`src/rtl/core/assert_macros.svh`:
```
// assertion macros shared by the merge heap rtl
// no dependencies; compiled out when SYNTHESIS is defined
`ifndef ASSERT_MACROS_SVH
`define ASSERT_MACROS_SVH
`ifndef SYNTHESIS
// expr must hold at every clock edge outside reset
`define ASSERT_ALWAYS(label, clk, rst_n, expr) \
	label: assert property (@(posedge clk) disable iff (!rst_n) (expr)) \
		else $error("assertion failed: label");
// cons must hold in the cycle after ante
`define ASSERT_NEXT(label, clk, rst_n, ante, cons) \
	label: assert property (@(posedge clk) disable iff (!rst_n) (ante) |=> (cons)) \
		else $error("assertion failed: label");
`else
`define ASSERT_ALWAYS(label, clk, rst_n, expr)
`define ASSERT_NEXT(label, clk, rst_n, ante, cons)
`endif
`endif

```
`src/rtl/core/lmh_pkg.sv`:
```
// types, codes and the record order of the merge heap
// used by lmh_heap, lmh_filter and the top level
package lmh_pkg;

	localparam logic [1:0] CMD_LOAD    = 2'd0;
	localparam logic [1:0] CMD_INS_POP = 2'd1;
	localparam logic [1:0] CMD_POP     = 2'd2;
	localparam logic [1:0] CMD_NONE    = 2'd3;

	localparam logic [7:0] OP_TOMBSTONE = 8'd1;

	localparam logic REG_SNAPSHOT = 1'b0;
	localparam logic REG_BOTTOM   = 1'b1;

	typedef struct packed {
		logic [3:0]  stream;
		logic [3:0]  len;
		logic [7:0]  op;
		logic [63:0] key;
		logic [63:0] seq;
		logic [31:0] tag;
	} rec_t;

	typedef struct packed {
		logic empty;
		rec_t rec;
	} pop_t;

	typedef struct packed {
		logic idle;
		logic full;
	} heap_stat_t;

	// key, then length ascending, sequence descending, stream ascending
	function automatic logic sorts_before(rec_t a, rec_t b);
		logic res;
		if (a.key != b.key) res = a.key < b.key;
		else if (a.len != b.len) res = a.len < b.len;
		else if (a.seq != b.seq) res = a.seq > b.seq;
		else res = a.stream < b.stream;
		return res;
	endfunction

	// saturate length and clear padding bytes
	function automatic rec_t clean_rec(rec_t raw, logic [3:0] kb);
		rec_t r;
		logic [3:0] l;
		logic [6:0] sh;
		r = raw;
		l = (raw.len > kb) ? kb : raw.len;
		sh = 7'd64 - {l, 3'b000};
		r.len = l;
		r.key = (l == 4'd0) ? 64'd0 : (raw.key & ({64{1'b1}} << sh));
		return r;
	endfunction

endpackage

```
`src/rtl/core/lmh_filter.sv`:
```
// version filter and result register of the merge heap
// depends on lmh_pkg
module lmh_filter (
	input  logic          clk,
	input  logic          arst_n,
	input  logic          pop_valid,
	output logic          pop_ready,
	input  lmh_pkg::pop_t pop,
	input  logic [63:0]   snapshot,
	input  logic          bottom,
	output logic          out_valid,
	input  logic          out_ready,
	output lmh_pkg::pop_t out_pop,
	output logic          out_keep
);
	import lmh_pkg::*;

	logic        out_valid_q;
	pop_t        out_pop_q;
	logic        out_keep_q;
	logic        prev_valid_q;
	logic [63:0] prev_key_q;
	logic [3:0]  prev_len_q;
	logic [63:0] last_seq_q;
	logic        take, tomb, new_key, shadowed, keep;

	// keep decision
	always_comb begin
		take = pop_valid && pop_ready;
		tomb = (pop.rec.op == OP_TOMBSTONE) && bottom && (pop.rec.seq <= snapshot);
		new_key = !prev_valid_q || (prev_len_q != pop.rec.len) || (prev_key_q != pop.rec.key);
		shadowed = !new_key && (last_seq_q <= snapshot);
		keep = !pop.empty && !shadowed && !tomb;
	end

	assign pop_ready = !out_valid_q || out_ready;

	// filter state
	always_ff @(posedge clk or negedge arst_n) begin
		if (!arst_n) begin
			prev_valid_q <= 1'b0;
			prev_key_q <= '0;
			prev_len_q <= '0;
			last_seq_q <= '1;
			out_valid_q <= 1'b0;
		end else begin
			if (take && !pop.empty) begin
				if (new_key) begin
					prev_valid_q <= 1'b1;
					prev_key_q <= pop.rec.key;
					prev_len_q <= pop.rec.len;
					last_seq_q <= pop.rec.seq;
				end else if (!shadowed) begin
					last_seq_q <= pop.rec.seq;
				end
			end
			if (take) out_valid_q <= 1'b1;
			else if (out_ready) out_valid_q <= 1'b0;
		end
	end

	// result payload
	always_ff @(posedge clk) begin
		if (take) begin
			out_pop_q <= pop;
			out_keep_q <= keep;
		end
	end

	assign out_valid = out_valid_q;
	assign out_pop = out_pop_q;
	assign out_keep = out_keep_q;

endmodule

```
`config.mk`:
```
export PLATFORM = sky130hd
export DESIGN_NAME = lmh_filter
export DESIGN_NICKNAME = d
export VERILOG_FILES = /design/src/rtl/core/assert_macros.svh /design/src/rtl/core/lmh_pkg.sv /design/src/rtl/core/lmh_filter.sv
export SDC_FILE = /design/constraint.sdc
export NUM_CORES = 1
export LEC_CHECK = 0
export ABC_AREA = 1
export BUFFER_PORTS_ARGS = -buffer_cell sky130_fd_sc_hd__buf_2
export CAP_MARGIN = 15
export CORE_MARGIN = 2
export CORE_UTILIZATION = 57
export CTS_BUF_LIST = sky130_fd_sc_hd__clkbuf_4
export DETAILED_ROUTE_END_ITERATION = 6
export PLACE_DENSITY = 0.86
export SETUP_SLACK_MARGIN = 0.5
export SYNTH_ARGS = -nofsm -noshare
export SYNTH_HDL_FRONTEND = slang
export SYNTH_SLANG_ARGS = --single-unit
export TNS_END_PERCENT = 100
```
`constraint.sdc`:
```
create_clock -name clk -period 8.07 [get_ports clk]
set_input_delay 0.4035 -clock clk [delete_from_list [all_inputs] [get_ports clk]]
set_output_delay 0.4035 -clock clk [all_outputs]
set_load 0.005 [all_outputs]
```
# Yosys cells after proc, flatten, opt, wreduce, memory -nomap -nowiden
# Cells that the tools add are included.
# word_totals
ff_bits,312
inputBits,246
# classes
muxes,4
order_cmp,2
n_reduce_logical,19
n_eq_ne,4
# ops
cell,count
$le 64x64->1,2
$mux 64,2
$ne 64x64->1,1
$eq 8x1->1 const B,1
$logic_and 1x1->1,7
$logic_not 1->1,6
$ne 4x4->1,1
$reduce_and 2->1,2
$logic_or 1x1->1,3
$mux 1,2
$ne 2x2->1 const B,1
$reduce_bool 2->1,1

# Longest topological paths before layout
# Gate-level depths: netlist of the first run.
# logic_depth
word_depth,8
ltp_mapped,21
mapped_depth_nobuf,20

# Least setup slack after synthesis of the first run
# Ideal clock, no wire load.
# synth_path
kind,input to register
start,input out_ready
end,"register out_keep_q, in the netlist out_keep, enable pin"
required_time_ps,7540
cell_stages,4
arrival_ps,4073
setup_slack_ps,3467
n_path_buf,0
cell_sequence,inv_1 > nand2_1 > nand2_1 > inv_1
# synth_between
elab_chain_cells,2
# synth_rtl
item,line,rtl
from (decl),lmh_filter.sv:12,"input logic out_ready,"
$logic_or 1x1->1,lmh_filter.sv:36,assign pop_ready = !out_valid_q || out_ready;
named net pop_ready,lmh_filter.sv:7,"output logic pop_ready,"
$logic_and 1x1->1,lmh_filter.sv:29,take = pop_valid && pop_ready;
named net take,lmh_filter.sv:25,"logic take, tomb, new_key, shadowed, keep;"
to (signal assigned),lmh_filter.sv:66,out_keep_q <= keep;
to (decl),lmh_filter.sv:20,logic out_keep_q;
# The timed path passes the listed nets, and every way through them passes these cells.
# A chain may end at the register's enable or synchronous reset.

# Worst setup path after layout of the first run
# layout_path
start,"register out_valid_q, in the netlist out_valid"
end,"register out_pop_q (netlist bit out_pop[27]), enable pin"
# layout_between
elab_chain_cells,3
# layout_rtl
item,line,rtl
from (decl),lmh_filter.sv:18,logic out_valid_q;
from (signal assigned),lmh_filter.sv:45,out_valid_q <= 1'b0;
from (signal assigned),lmh_filter.sv:57,if (take) out_valid_q <= 1'b1;
from (signal assigned),lmh_filter.sv:58,else if (out_ready) out_valid_q <= 1'b0;
$logic_not 1->1,lmh_filter.sv:36,
$logic_or 1x1->1,lmh_filter.sv:36,
$logic_and 1x1->1,lmh_filter.sv:29,
named net take,lmh_filter.sv:25,
to (signal assigned),lmh_filter.sv:65,out_pop_q <= pop;
to (decl),lmh_filter.sv:19,pop_t out_pop_q;
# The timed path passes the listed nets, and every way through them passes these cells.

==> impl_metrics.toml, run 1 <==
[clock_tree]
clk_pin_slew_ps = 70
root_buffer = "clkbuf_4"
cts_setup_buffers = 0
cts_buffers = 82
h-tree-depth = 3
clock_path_buffers = 3
tritoncts = "built"
clk_latency_ps = 730
clock-sinks = 312

[drt]
ant_nets = 0
drt_first_pass_iters = 7
via_per_inst = 5.58
vias = 14650
routed_wl_mm = 49.3
drt-initial-drc-count = 1425
wl_per_cell_um = 18.8
drc = 6

[power]
p_leak_uw = 0.0103
ir_worst_vdd_mv = 0.190
p_comb_share_pct = 18.6
powerDensity_nw_per_um2 = 210
p_switching_uw = 1280
p_int_uw = 3050
seqPwrFrac_pct = 46.6
pwr-share-clk_pct = 34.8
switching_share_pct = 29.7
total_power_uw = 4330

[setup_path]
reg2reg_from = "out_valid$_DFFE_PN0P_"
critPathMostFrequentCell = "nand2_1"
arrival_ps = 3310
required_ps = 8340
crit_start = "out_valid$_DFFE_PN0P_"
path_max_fanout = 101
end_kind = "register"
critical_path.cell_chain = "nand2_1 > nand2_1 > inv_6 > buf_4"
reg2regPathDepth = 4
crit_path_max_incr_delay_ps = 890
worstSetupPathType = "reg -> reg"
cpMaxStageDelayCell = "buf_4"
cp-start-kind = "register"

[place]
io_buffers = 425
dp_hpwl_mm = 29.0
gp_congestion = 0.878
dp_cells = 2286
placed_area_um2 = 17700

[status]
run_status = "finished, violations left"
violations = "design-rule violations"

[sta]
worst_pin_slew_ps = 1030
period_needed_ps = 3040
rsz0062_at_grt = "no"
drv_slew = 0
fmax_mhz = 329
finalHoldViolations = 0
setup_violations = 0
max_slew_margin_pct = 31.5
tns_ps = 0
post-route-period-util_pct = 37.6
skew_ps = 94.0

[logic_synthesis]
ys_ff_latch = 312
synthAdderAreaFrac_pct = 10.4
syn_inst = 1554
synth.area.mux_share_pct = 0
synthSimpleGateAreaFrac_pct = 21.9
synth_nets = 1928
synth-edff-count = 178
synth_compound_area_share_pct = 3.18
synth_cell_types = 37
synthArstFlopShare_pct = 42.9
synth-xor-area-share_pct = 1.88
syn_area_per_cell_um2 = 9.90
netlist_area_um2 = 15400
ys_warn_count = 0
synth_top_family_by_area = "simple AND/OR/NAND/NOR gates"
ys_seq_area_share_pct = 57.0
yosys_most_used_dff = "edfxtp_1"

[job]
maxCapViolCount = 0

[die]
die-area_um2 = 28300
core-area_um2 = 26700
dieWidth_um = 168
num_rows = 60
initial_core_util_pct = 57.6
io_pins = 426
fp.dieH_um = 168

[global_routing]
grt_use_total_pct = 33.7
grt_pass1_vias = 14767
grt_first_pass_wirelength_mm = 75.0
grt_overflow_total = 0
grt_max_degree = 102
antenna_found_initial = 11

[cells_and_area]
drive_above_1_share_pct = 28.6
fin_cells = 2626
final_util_pct = 77.3
nets = 2581
area_delta_synth_final_pct = 34.2
final_area_um2 = 20700

[worst_hold_path]
min-delay-start = "out_ready"
worstHoldPathCells = 4
hold_class = "in -> reg"
## metrics by stage
stage | hold WS (ps) | worst slack (ps)
after floorplan | 108 | 3470
after global placement | 451 | 5050
after detailed placement | 456 | 5000
after CTS | 2.02 | 5170
after global routing | 130 | 4930
final | 158 | 5030
## metal layers
metal  share of wire (%)  wire length (um)  track usage, %  up-vias
met1                  35             17000            37.8     6913
li1                    -                 -               -     6554
met4                 5.4              2650            19.1        0
met3                 9.0              4450            7.31      212
met5                   0                 0               0        -
met2                  51             25200            59.5      971
## layout make-up
class | count | area, um2
inverter | 153 | 579
antenna | 10 | 25.0
sequential | 312 | 8780
clock buffer | 129 | 968
fill | 1582 | 6070
timing repair buffer | 610 | 3970
tap | 341 | 427
clock inverter | 23 | 154
multi-input combinational | 1048 | 5760
## power by group through the flow
stage          clock network, uW  registers [uW]  logic [uW]
6_report                    1510            2020         807
2_1_floorplan                  0            2030         420
4_1_cts                     1490            2000         764
3_3_place_gp                   0            2020         654
3_5_place_dp                   0            2030         694
5_1_grt                     1600            2030         896
## worst max-delay path: cells and delay by family, from the launching register on
kind	cells	cell delay (ps)
flip-flops	1	380
AND/OR/NAND/NOR	2	480
buffers and inverters	2	1670
## cell usage in the layout (no fill, tap or decap), types with 16 or more instances in the layout
| cell | instances |
|---|---|
| nand2_1 | 451 |
| nand3_1 | 148 |
| nand4_1 | 22 |
| a21oi_1 | 62 |
| dfrtp_1 | 70 |
| clkbuf_4 | 129 |
| inv_1 | 149 |
| ha_1 | 128 |
| dfstp_2 | 64 |
| dlygate4sd3_1 | 178 |
| nor3_1 | 24 |
| o21ai_0 | 17 |
| clkinv_1 | 16 |
| edfxtp_1 | 178 |
| xor2_1 | 25 |
| buf_2 | 424 |
| nor2_1 | 112 |
## flip-flops by register name, indices dropped and copies added (netlist names)
register	cells
last_seq_q	64
out_keep	1
out_pop	177
out_valid	1
prev_key_q	64
prev_len_q	4
prev_valid_q	1
## cell usage after synthesis, types with 16 or more instances
| library cell | number | area [um2] |
|---|---|---|
| nand2_1 | 451 | 1690 |
| inv_1 | 150 | 563 |
| nand3_1 | 148 | 741 |
| a21oi_1 | 62 | 310 |
| o21ai_0 | 17 | 85.1 |
| xor2_1 | 25 | 219 |
| nand4_1 | 22 | 138 |
| nor3_1 | 24 | 120 |
| edfxtp_1 | 178 | 5350 |
| nor2_1 | 112 | 420 |
| dfrtp_1 | 70 | 1750 |
| ha_1 | 128 | 1600 |
| dfstp_2 | 64 | 1680 |
| buf_6 | 16 | 180 |
## logic make-up after synthesis
logic type | after synthesis
simple gates | 794
flops | 312
buf+inv | 194
fa+ha+maj | 128
compound gates | 93
xor+xnor | 33
## repair_timing
action / 4_1_cts / 5_1_grt
endpoints found under the hold margin: 349 / 2
hold buffers: 176 / 2
gates resized for setup: 0 / 0
## worst paths after layout
kind | to | slack [ps]
max | out_pop[27]$_DFFE_PP_ | 5030
min | out_valid$_DFFE_PN0P_ | 160
max reg2reg | out_pop[27]$_DFFE_PP_ | 5030
min reg2reg | last_seq_q[33]$_DFFE_PN1P_ | 470
max in group asynchronous | out_valid$_DFFE_PN0P_ | 6480
min in group asynchronous | prev_key_q[18]$_DFFE_PN0P_ | 320
Power figures use the tool's default switching activity.
==> run 2: changes to the inputs <==
--- a/config.mk
+++ b/config.mk
@@ -9,10 +9,10 @@
 export BUFFER_PORTS_ARGS = -buffer_cell sky130_fd_sc_hd__buf_2
 export CAP_MARGIN = 15
 export CORE_MARGIN = 2
-export CORE_UTILIZATION = 57
+export CORE_UTILIZATION = 49
 export CTS_BUF_LIST = sky130_fd_sc_hd__clkbuf_4
 export DETAILED_ROUTE_END_ITERATION = 6
-export PLACE_DENSITY = 0.86
+export PLACE_DENSITY = 0.79
 export SETUP_SLACK_MARGIN = 0.5
 export SYNTH_ARGS = -nofsm -noshare
 export SYNTH_HDL_FRONTEND = slang
==> constraint.sdc (replaced) <==
create_clock -name clk -period 2.4 [get_ports clk]
set_input_delay 0.12 -clock clk [delete_from_list [all_inputs] [get_ports clk]]
set_output_delay 0.12 -clock clk [all_outputs]
set_load 0.005 [all_outputs]
==> run 2 against run 1 <==
Compared with the run above: highest routed layer unchanged; clock power rose to 3.5 times the previous value; sequential share of layout area down 1.8 points; fmax up 26%; sequential cell count unchanged; non-clock buffer count up 27; critical path depth up 11; core utilization down 7.1 points; total power rose to 3.5 times the previous value; global-route usage down 4.2 points; via count down 0.42%; register-to-register slack worse by 5000 ps; largest cell class unchanged; the run ends with negative setup slack left; die area up 16%.
==> impl_metrics.toml, run 2 (same netlist as run 1, synthesis figures left out) <==
[clock_tree]
h-tree-depth = 3
root_buffer = "clkbuf_4"
cts_buffers = 85
clk_latency_ps = 770
tritoncts = "built"
clock_path_buffers = 3
clock-sinks = 312
clk_pin_slew_ps = 110

[drt]
drt_first_pass_iters = 7
vias = 14588
routed_wl_mm = 51.3
drc = 0
wl_per_cell_um = 18.9
drt-initial-drc-count = 1327
via_per_inst = 5.38
ant_nets = 0

[cells_and_area]
area_delta_synth_final_pct = 40.3
final_util_pct = 70.2
largest_reg_flops = 177
fin_cells = 2712
layout_common_cells = "424 x nand2_1, 424 x buf_2, 182 x dlygate4sd3_1, 178 x edfxtp_1, 148 x inv_1"
drive_above_1_share_pct = 31.7
nets = 2611

[setup_path]
path_max_fanout = 12
end_kind = "register"
critical_path.cell_chain = "ha_1 > nand2_1 > inv_1 > o21ai_1 > a21oi_1 > nor2_1 > nand2_2 > a21oi_4 > nand2_1 > nand2_2 > nand2_4 > nand2_8 > buf_12 > nand2_1 > nand2_1"
cpMaxStageDelayCell = "dfstp_2"
crit_buf_inv = 2
critPathMostFrequentCell = "nand2_1"
critPathTopFamily = "simple AND/OR/NAND/NOR gates"
cp-start-kind = "register"
required_ps = 3040
crit_path_max_incr_delay_ps = 530
arrival_ps = 3050
worstSetupPathType = "reg -> reg"

[place]
dp_cells = 2350
dp_hpwl_mm = 30.3
pre_cts_ws_ps = -79.1
io_buffers = 425
gp_congestion = 0.851

[sta]
period_needed_ps = 2410
post-route-period-util_pct = 100
setup_slack_ps = -8.60
worst_pin_slew_ps = 779
skew_ps = 83.4
drv_slew = 0
max_slew_margin_pct = 48.0
finalHoldViolations = 0
rsz0062_at_grt = "yes"
tns_ps = -20.7
setup_violations = 5
fmax_mhz = 415

[power]
powerDensity_nw_per_um2 = 695
ir_worst_vdd_mv = 0.552
p_leak_uw = 0.0106
total_power_uw = 15000

[die]
core-area_um2 = 30700
io_pins = 426
fp.dieH_um = 181
initial_core_util_pct = 50.1
dieWidth_um = 181
num_rows = 64
die-area_um2 = 32800

[global_routing]
antenna_found_initial = 6
grt_max_degree = 135
grt_first_pass_wirelength_mm = 76.6
grt_use_total_pct = 29.5
grt_pass1_vias = 15027
grt_overflow_total = 0

[worst_hold_path]
hold_class = "in -> reg"

[job]
maxCapViolCount = 0

[status]
run_status = "finished, violations left"
violations = "negative setup slack"
==> run 2: timing repair <==
action	4_1_cts	5_1_grt
pin swaps	6	12
hold buffers	182	0
buffers inserted	0	7
gates resized for setup	16	50
setup endpoints to repair	134	205
cloned	5	2
hold endpoints to repair	445	0
==> run 2: path summary, 6_finish.rpt <==
check                                           start                         end  slack [ps]  depth (start not counted)
setup / recovery           last_seq_q[41]$_DFFE_PN1P_  last_seq_q[63]$_DFFE_PN1P_          -9                         15
hold / removal                                pop[24]       out_pop[24]$_DFFE_PP_          70                          2
setup reg to reg           last_seq_q[41]$_DFFE_PN1P_  last_seq_q[63]$_DFFE_PN1P_          -9                         15
max in group asynchronous                      arst_n   prev_key_q[8]$_DFFE_PN0P_        1710                          3
hold reg to reg             last_seq_q[0]$_DFFE_PN1P_   last_seq_q[0]$_DFFE_PN1P_         460                          2
min in group asynchronous                      arst_n       out_valid$_DFFE_PN0P_         130                          3
==> run 2: area by class of cell <==
class / instances / area, um2
Fill cell: 2077 / 9150
Clock inverter: 23 / 148
Tap cell: 396 / 495
Sequential cell: 312 / 8780
Timing Repair Buffer: 637 / 4460
Multi-Input combinational cell: 1048 / 6100
Antenna cell: 7 / 17.5
Clock buffer: 136 / 1020
Inverter: 153 / 578
==> run 2: per-layer routing <==
layer | part of all wire [%] | track usage [%] | wire, um | vias to the layer above
met5 | 0 | 0 | 0 | -
met4 | 6.1 | 18.4 | 3150 | 0
met3 | 8.7 | 6.79 | 4460 | 246
met2 | 51 | 53.6 | 26300 | 927
met1 | 34 | 30.8 | 17300 | 6790
li1 | - | - | - | 6625
==> run 2: power by group <==
part	total, uW	internal (uW)	switching, uW
logic	2950	1310	1640
clock network	5270	2790	2480
registers	6790	6430	359
==> run 2: metrics by stage <==
stage	area, um2	hold slack [ps]
floorplan	15400	-176
global placement	18000	297
detailed placement	18000	299
CTS	21200	24.5
global route	21600	24.2
finish	21600	66.9
==> run 3: changes to the inputs <==
--- a/config.mk
+++ b/config.mk
@@ -6,7 +6,7 @@
 export NUM_CORES = 1
 export LEC_CHECK = 0
 export ABC_AREA = 1
-export BUFFER_PORTS_ARGS = -buffer_cell sky130_fd_sc_hd__buf_2
+export BUFFER_PORTS_ARGS = -buffer_cell sky130_fd_sc_hd__buf_4
 export CAP_MARGIN = 15
 export CORE_MARGIN = 2
 export CORE_UTILIZATION = 49
==> run 3 against run 2 <==
Compared with the run above: the flow still finishes with violations (negative setup slack); highest routed layer unchanged; sequential power is 2% higher; clock power is 3% lower; worst hold slack better by 1.7 ps; cell count is 0.77% higher; critical path type unchanged; largest cell class unchanged; count of clock-buffer cells in the layout is 12 lower; largest power group unchanged.
==> impl_metrics.toml, run 3 (same netlist as run 1, synthesis figures left out) <==
[clock_tree]
cts_buffers = 84
clock-sinks = 312
clk_latency_ps = 770
clk_pin_slew_ps = 80
tritoncts = "built"
clock_path_buffers = 3
root_buffer = "clkbuf_4"
h-tree-depth = 3

[place]
pre_cts_ws_ps = -58.8
dp_cells = 2355
gp_congestion = 0.860
dp_hpwl_mm = 31.1
io_buffers = 425

[drt]
ant_nets = 0
drt-initial-drc-count = 1314
drt_first_pass_iters = 7
drc = 0
wl_per_cell_um = 21.1
routed_wl_mm = 57.6
vias = 15174
via_per_inst = 5.55

[setup_path]
path_max_fanout = 7
required_ps = 3090
arrival_ps = 3220
end_kind = "register"
worstSetupPathType = "reg -> reg"
cp-start-kind = "register"

[cells_and_area]
largest_reg_flops = 177
area_delta_synth_final_pct = 53.7
nets = 2634
fin_cells = 2733
final_common_cell = "buf_4"
fillers = 1731
drive_above_1_share_pct = 38.1
layout_common_cells = "436 x buf_4, 296 x nand2_1, 182 x dlygate4sd3_1, 178 x edfxtp_1, 149 x inv_1"

[sta]
worst_pin_slew_ps = 529
whs_ps = 68.7
drv_slew = 0
post-route-period-util_pct = 105
period_needed_ps = 2520
setup_violations = 62
skew_ps = 66.6
tns_ps = -4000
finalHoldViolations = 0
max_slew_margin_pct = 64.6
rsz0062_at_grt = "yes"
fmax_mhz = 396
setup_slack_ps = -124

[die]
io_pins = 426
core-area_um2 = 30700
fp.dieH_um = 181
die-area_um2 = 32800
dieWidth_um = 181
initial_core_util_pct = 50.1
num_rows = 64

[global_routing]
grt_pass1_vias = 15015
grt_use_total_pct = 30.3
grt_overflow_total = 0
grt_first_pass_wirelength_mm = 78.2
grt_max_degree = 76
antenna_found_initial = 6

[power]
total_power_uw = 15500
ir_worst_vdd_mv = 0.630
p_leak_uw = 0.0113
powerDensity_nw_per_um2 = 655

[job]
maxCapViolCount = 0

[status]
run_status = "finished, violations left"
violations = "negative setup slack"

[worst_hold_path]
hold_class = "in -> async"
[run 3: final timing paths]
kind                                       startpoint                         end  slack (ps)  cells after the start
max reg2reg                last_seq_q[43]$_DFFE_PN1P_  last_seq_q[46]$_DFFE_PN1P_        -120                     15
min reg2reg                 last_seq_q[8]$_DFFE_PN1P_   last_seq_q[8]$_DFFE_PN1P_         470                      2
max in group asynchronous                      arst_n   last_seq_q[9]$_DFFE_PN1P_        1860                      3
min                                            arst_n  last_seq_q[47]$_DFFE_PN1P_          70                      2
max                        last_seq_q[43]$_DFFE_PN1P_  last_seq_q[46]$_DFFE_PN1P_        -120                     15
min in group clk                              pop[31]       out_pop[31]$_DFFE_PP_          80                      2
[run 3: per-layer routing]
| layer | vias to the layer above | global-route usage (%) | routed length [um] |
|---|---|---|---|
| met5 | - | 0 | 0 |
| met4 | 0 | 16.4 | 4010 |
| met3 | 293 | 7.08 | 5280 |
| met2 | 1069 | 54.9 | 29500 |
| met1 | 7120 | 32.8 | 18800 |
| li1 | 6692 | - | - |
[run 3: through the flow]
stage,area (um2),utilization [%]
final,23700,76.9
after global routing,23700,76.9
after CTS,22400,72.9
after detailed placement,19200,62.3
after global placement,19200,62.3
after floorplan,15400,-
[run 3: power by group]
group          internal [uW]  total (uW)  leakage [uW]  switching [uW]
clock network           2610        5120      0.000668            2520
logic                   1660        3460       0.00744            1800
registers               6430        6900       0.00324             469
[run 3: critical path, cell delays in order, from the launching register on]
cell	delay, ps
dfstp_2	560
ha_4	140
nand2_1	60
inv_1	100
nand3_2	100
nor2_4	150
nand3b_1	150
nor3b_2	270
nand4_1	180
nand2_2	120
nand2_4	60
nand2_4	120
buf_12	130
clkbuf_16	180
nand2_1	80
nand2_1	80
[run 3: final cells by class]
class | count | area [um2] | share of cell area (%)
clock buffer | 124 | 931 | 3.94
antenna | 6 | 15.0 | 0.0635
multi-input combinational | 1049 | 6650 | 28.1
inverter | 153 | 578 | 2.44
tap | 396 | 495 | 2.09
timing repair buffer | 660 | 6010 | 25.4
clock inverter | 33 | 191 | 0.809
sequential | 312 | 8780 | 37.1
[run 3: timing repair]
| action | in CTS | in global routing |
|---|---|---|
| endpoints found under the hold margin | 404 | 0 |
| pin swaps | 11 | 41 |
| buffers inserted | 5 | 3 |
| resized for setup | 21 | 238 |
| endpoints found under the setup margin | 134 | 134 |
| hold buffers | 183 | 0 |
| cloned | 6 | 18 |
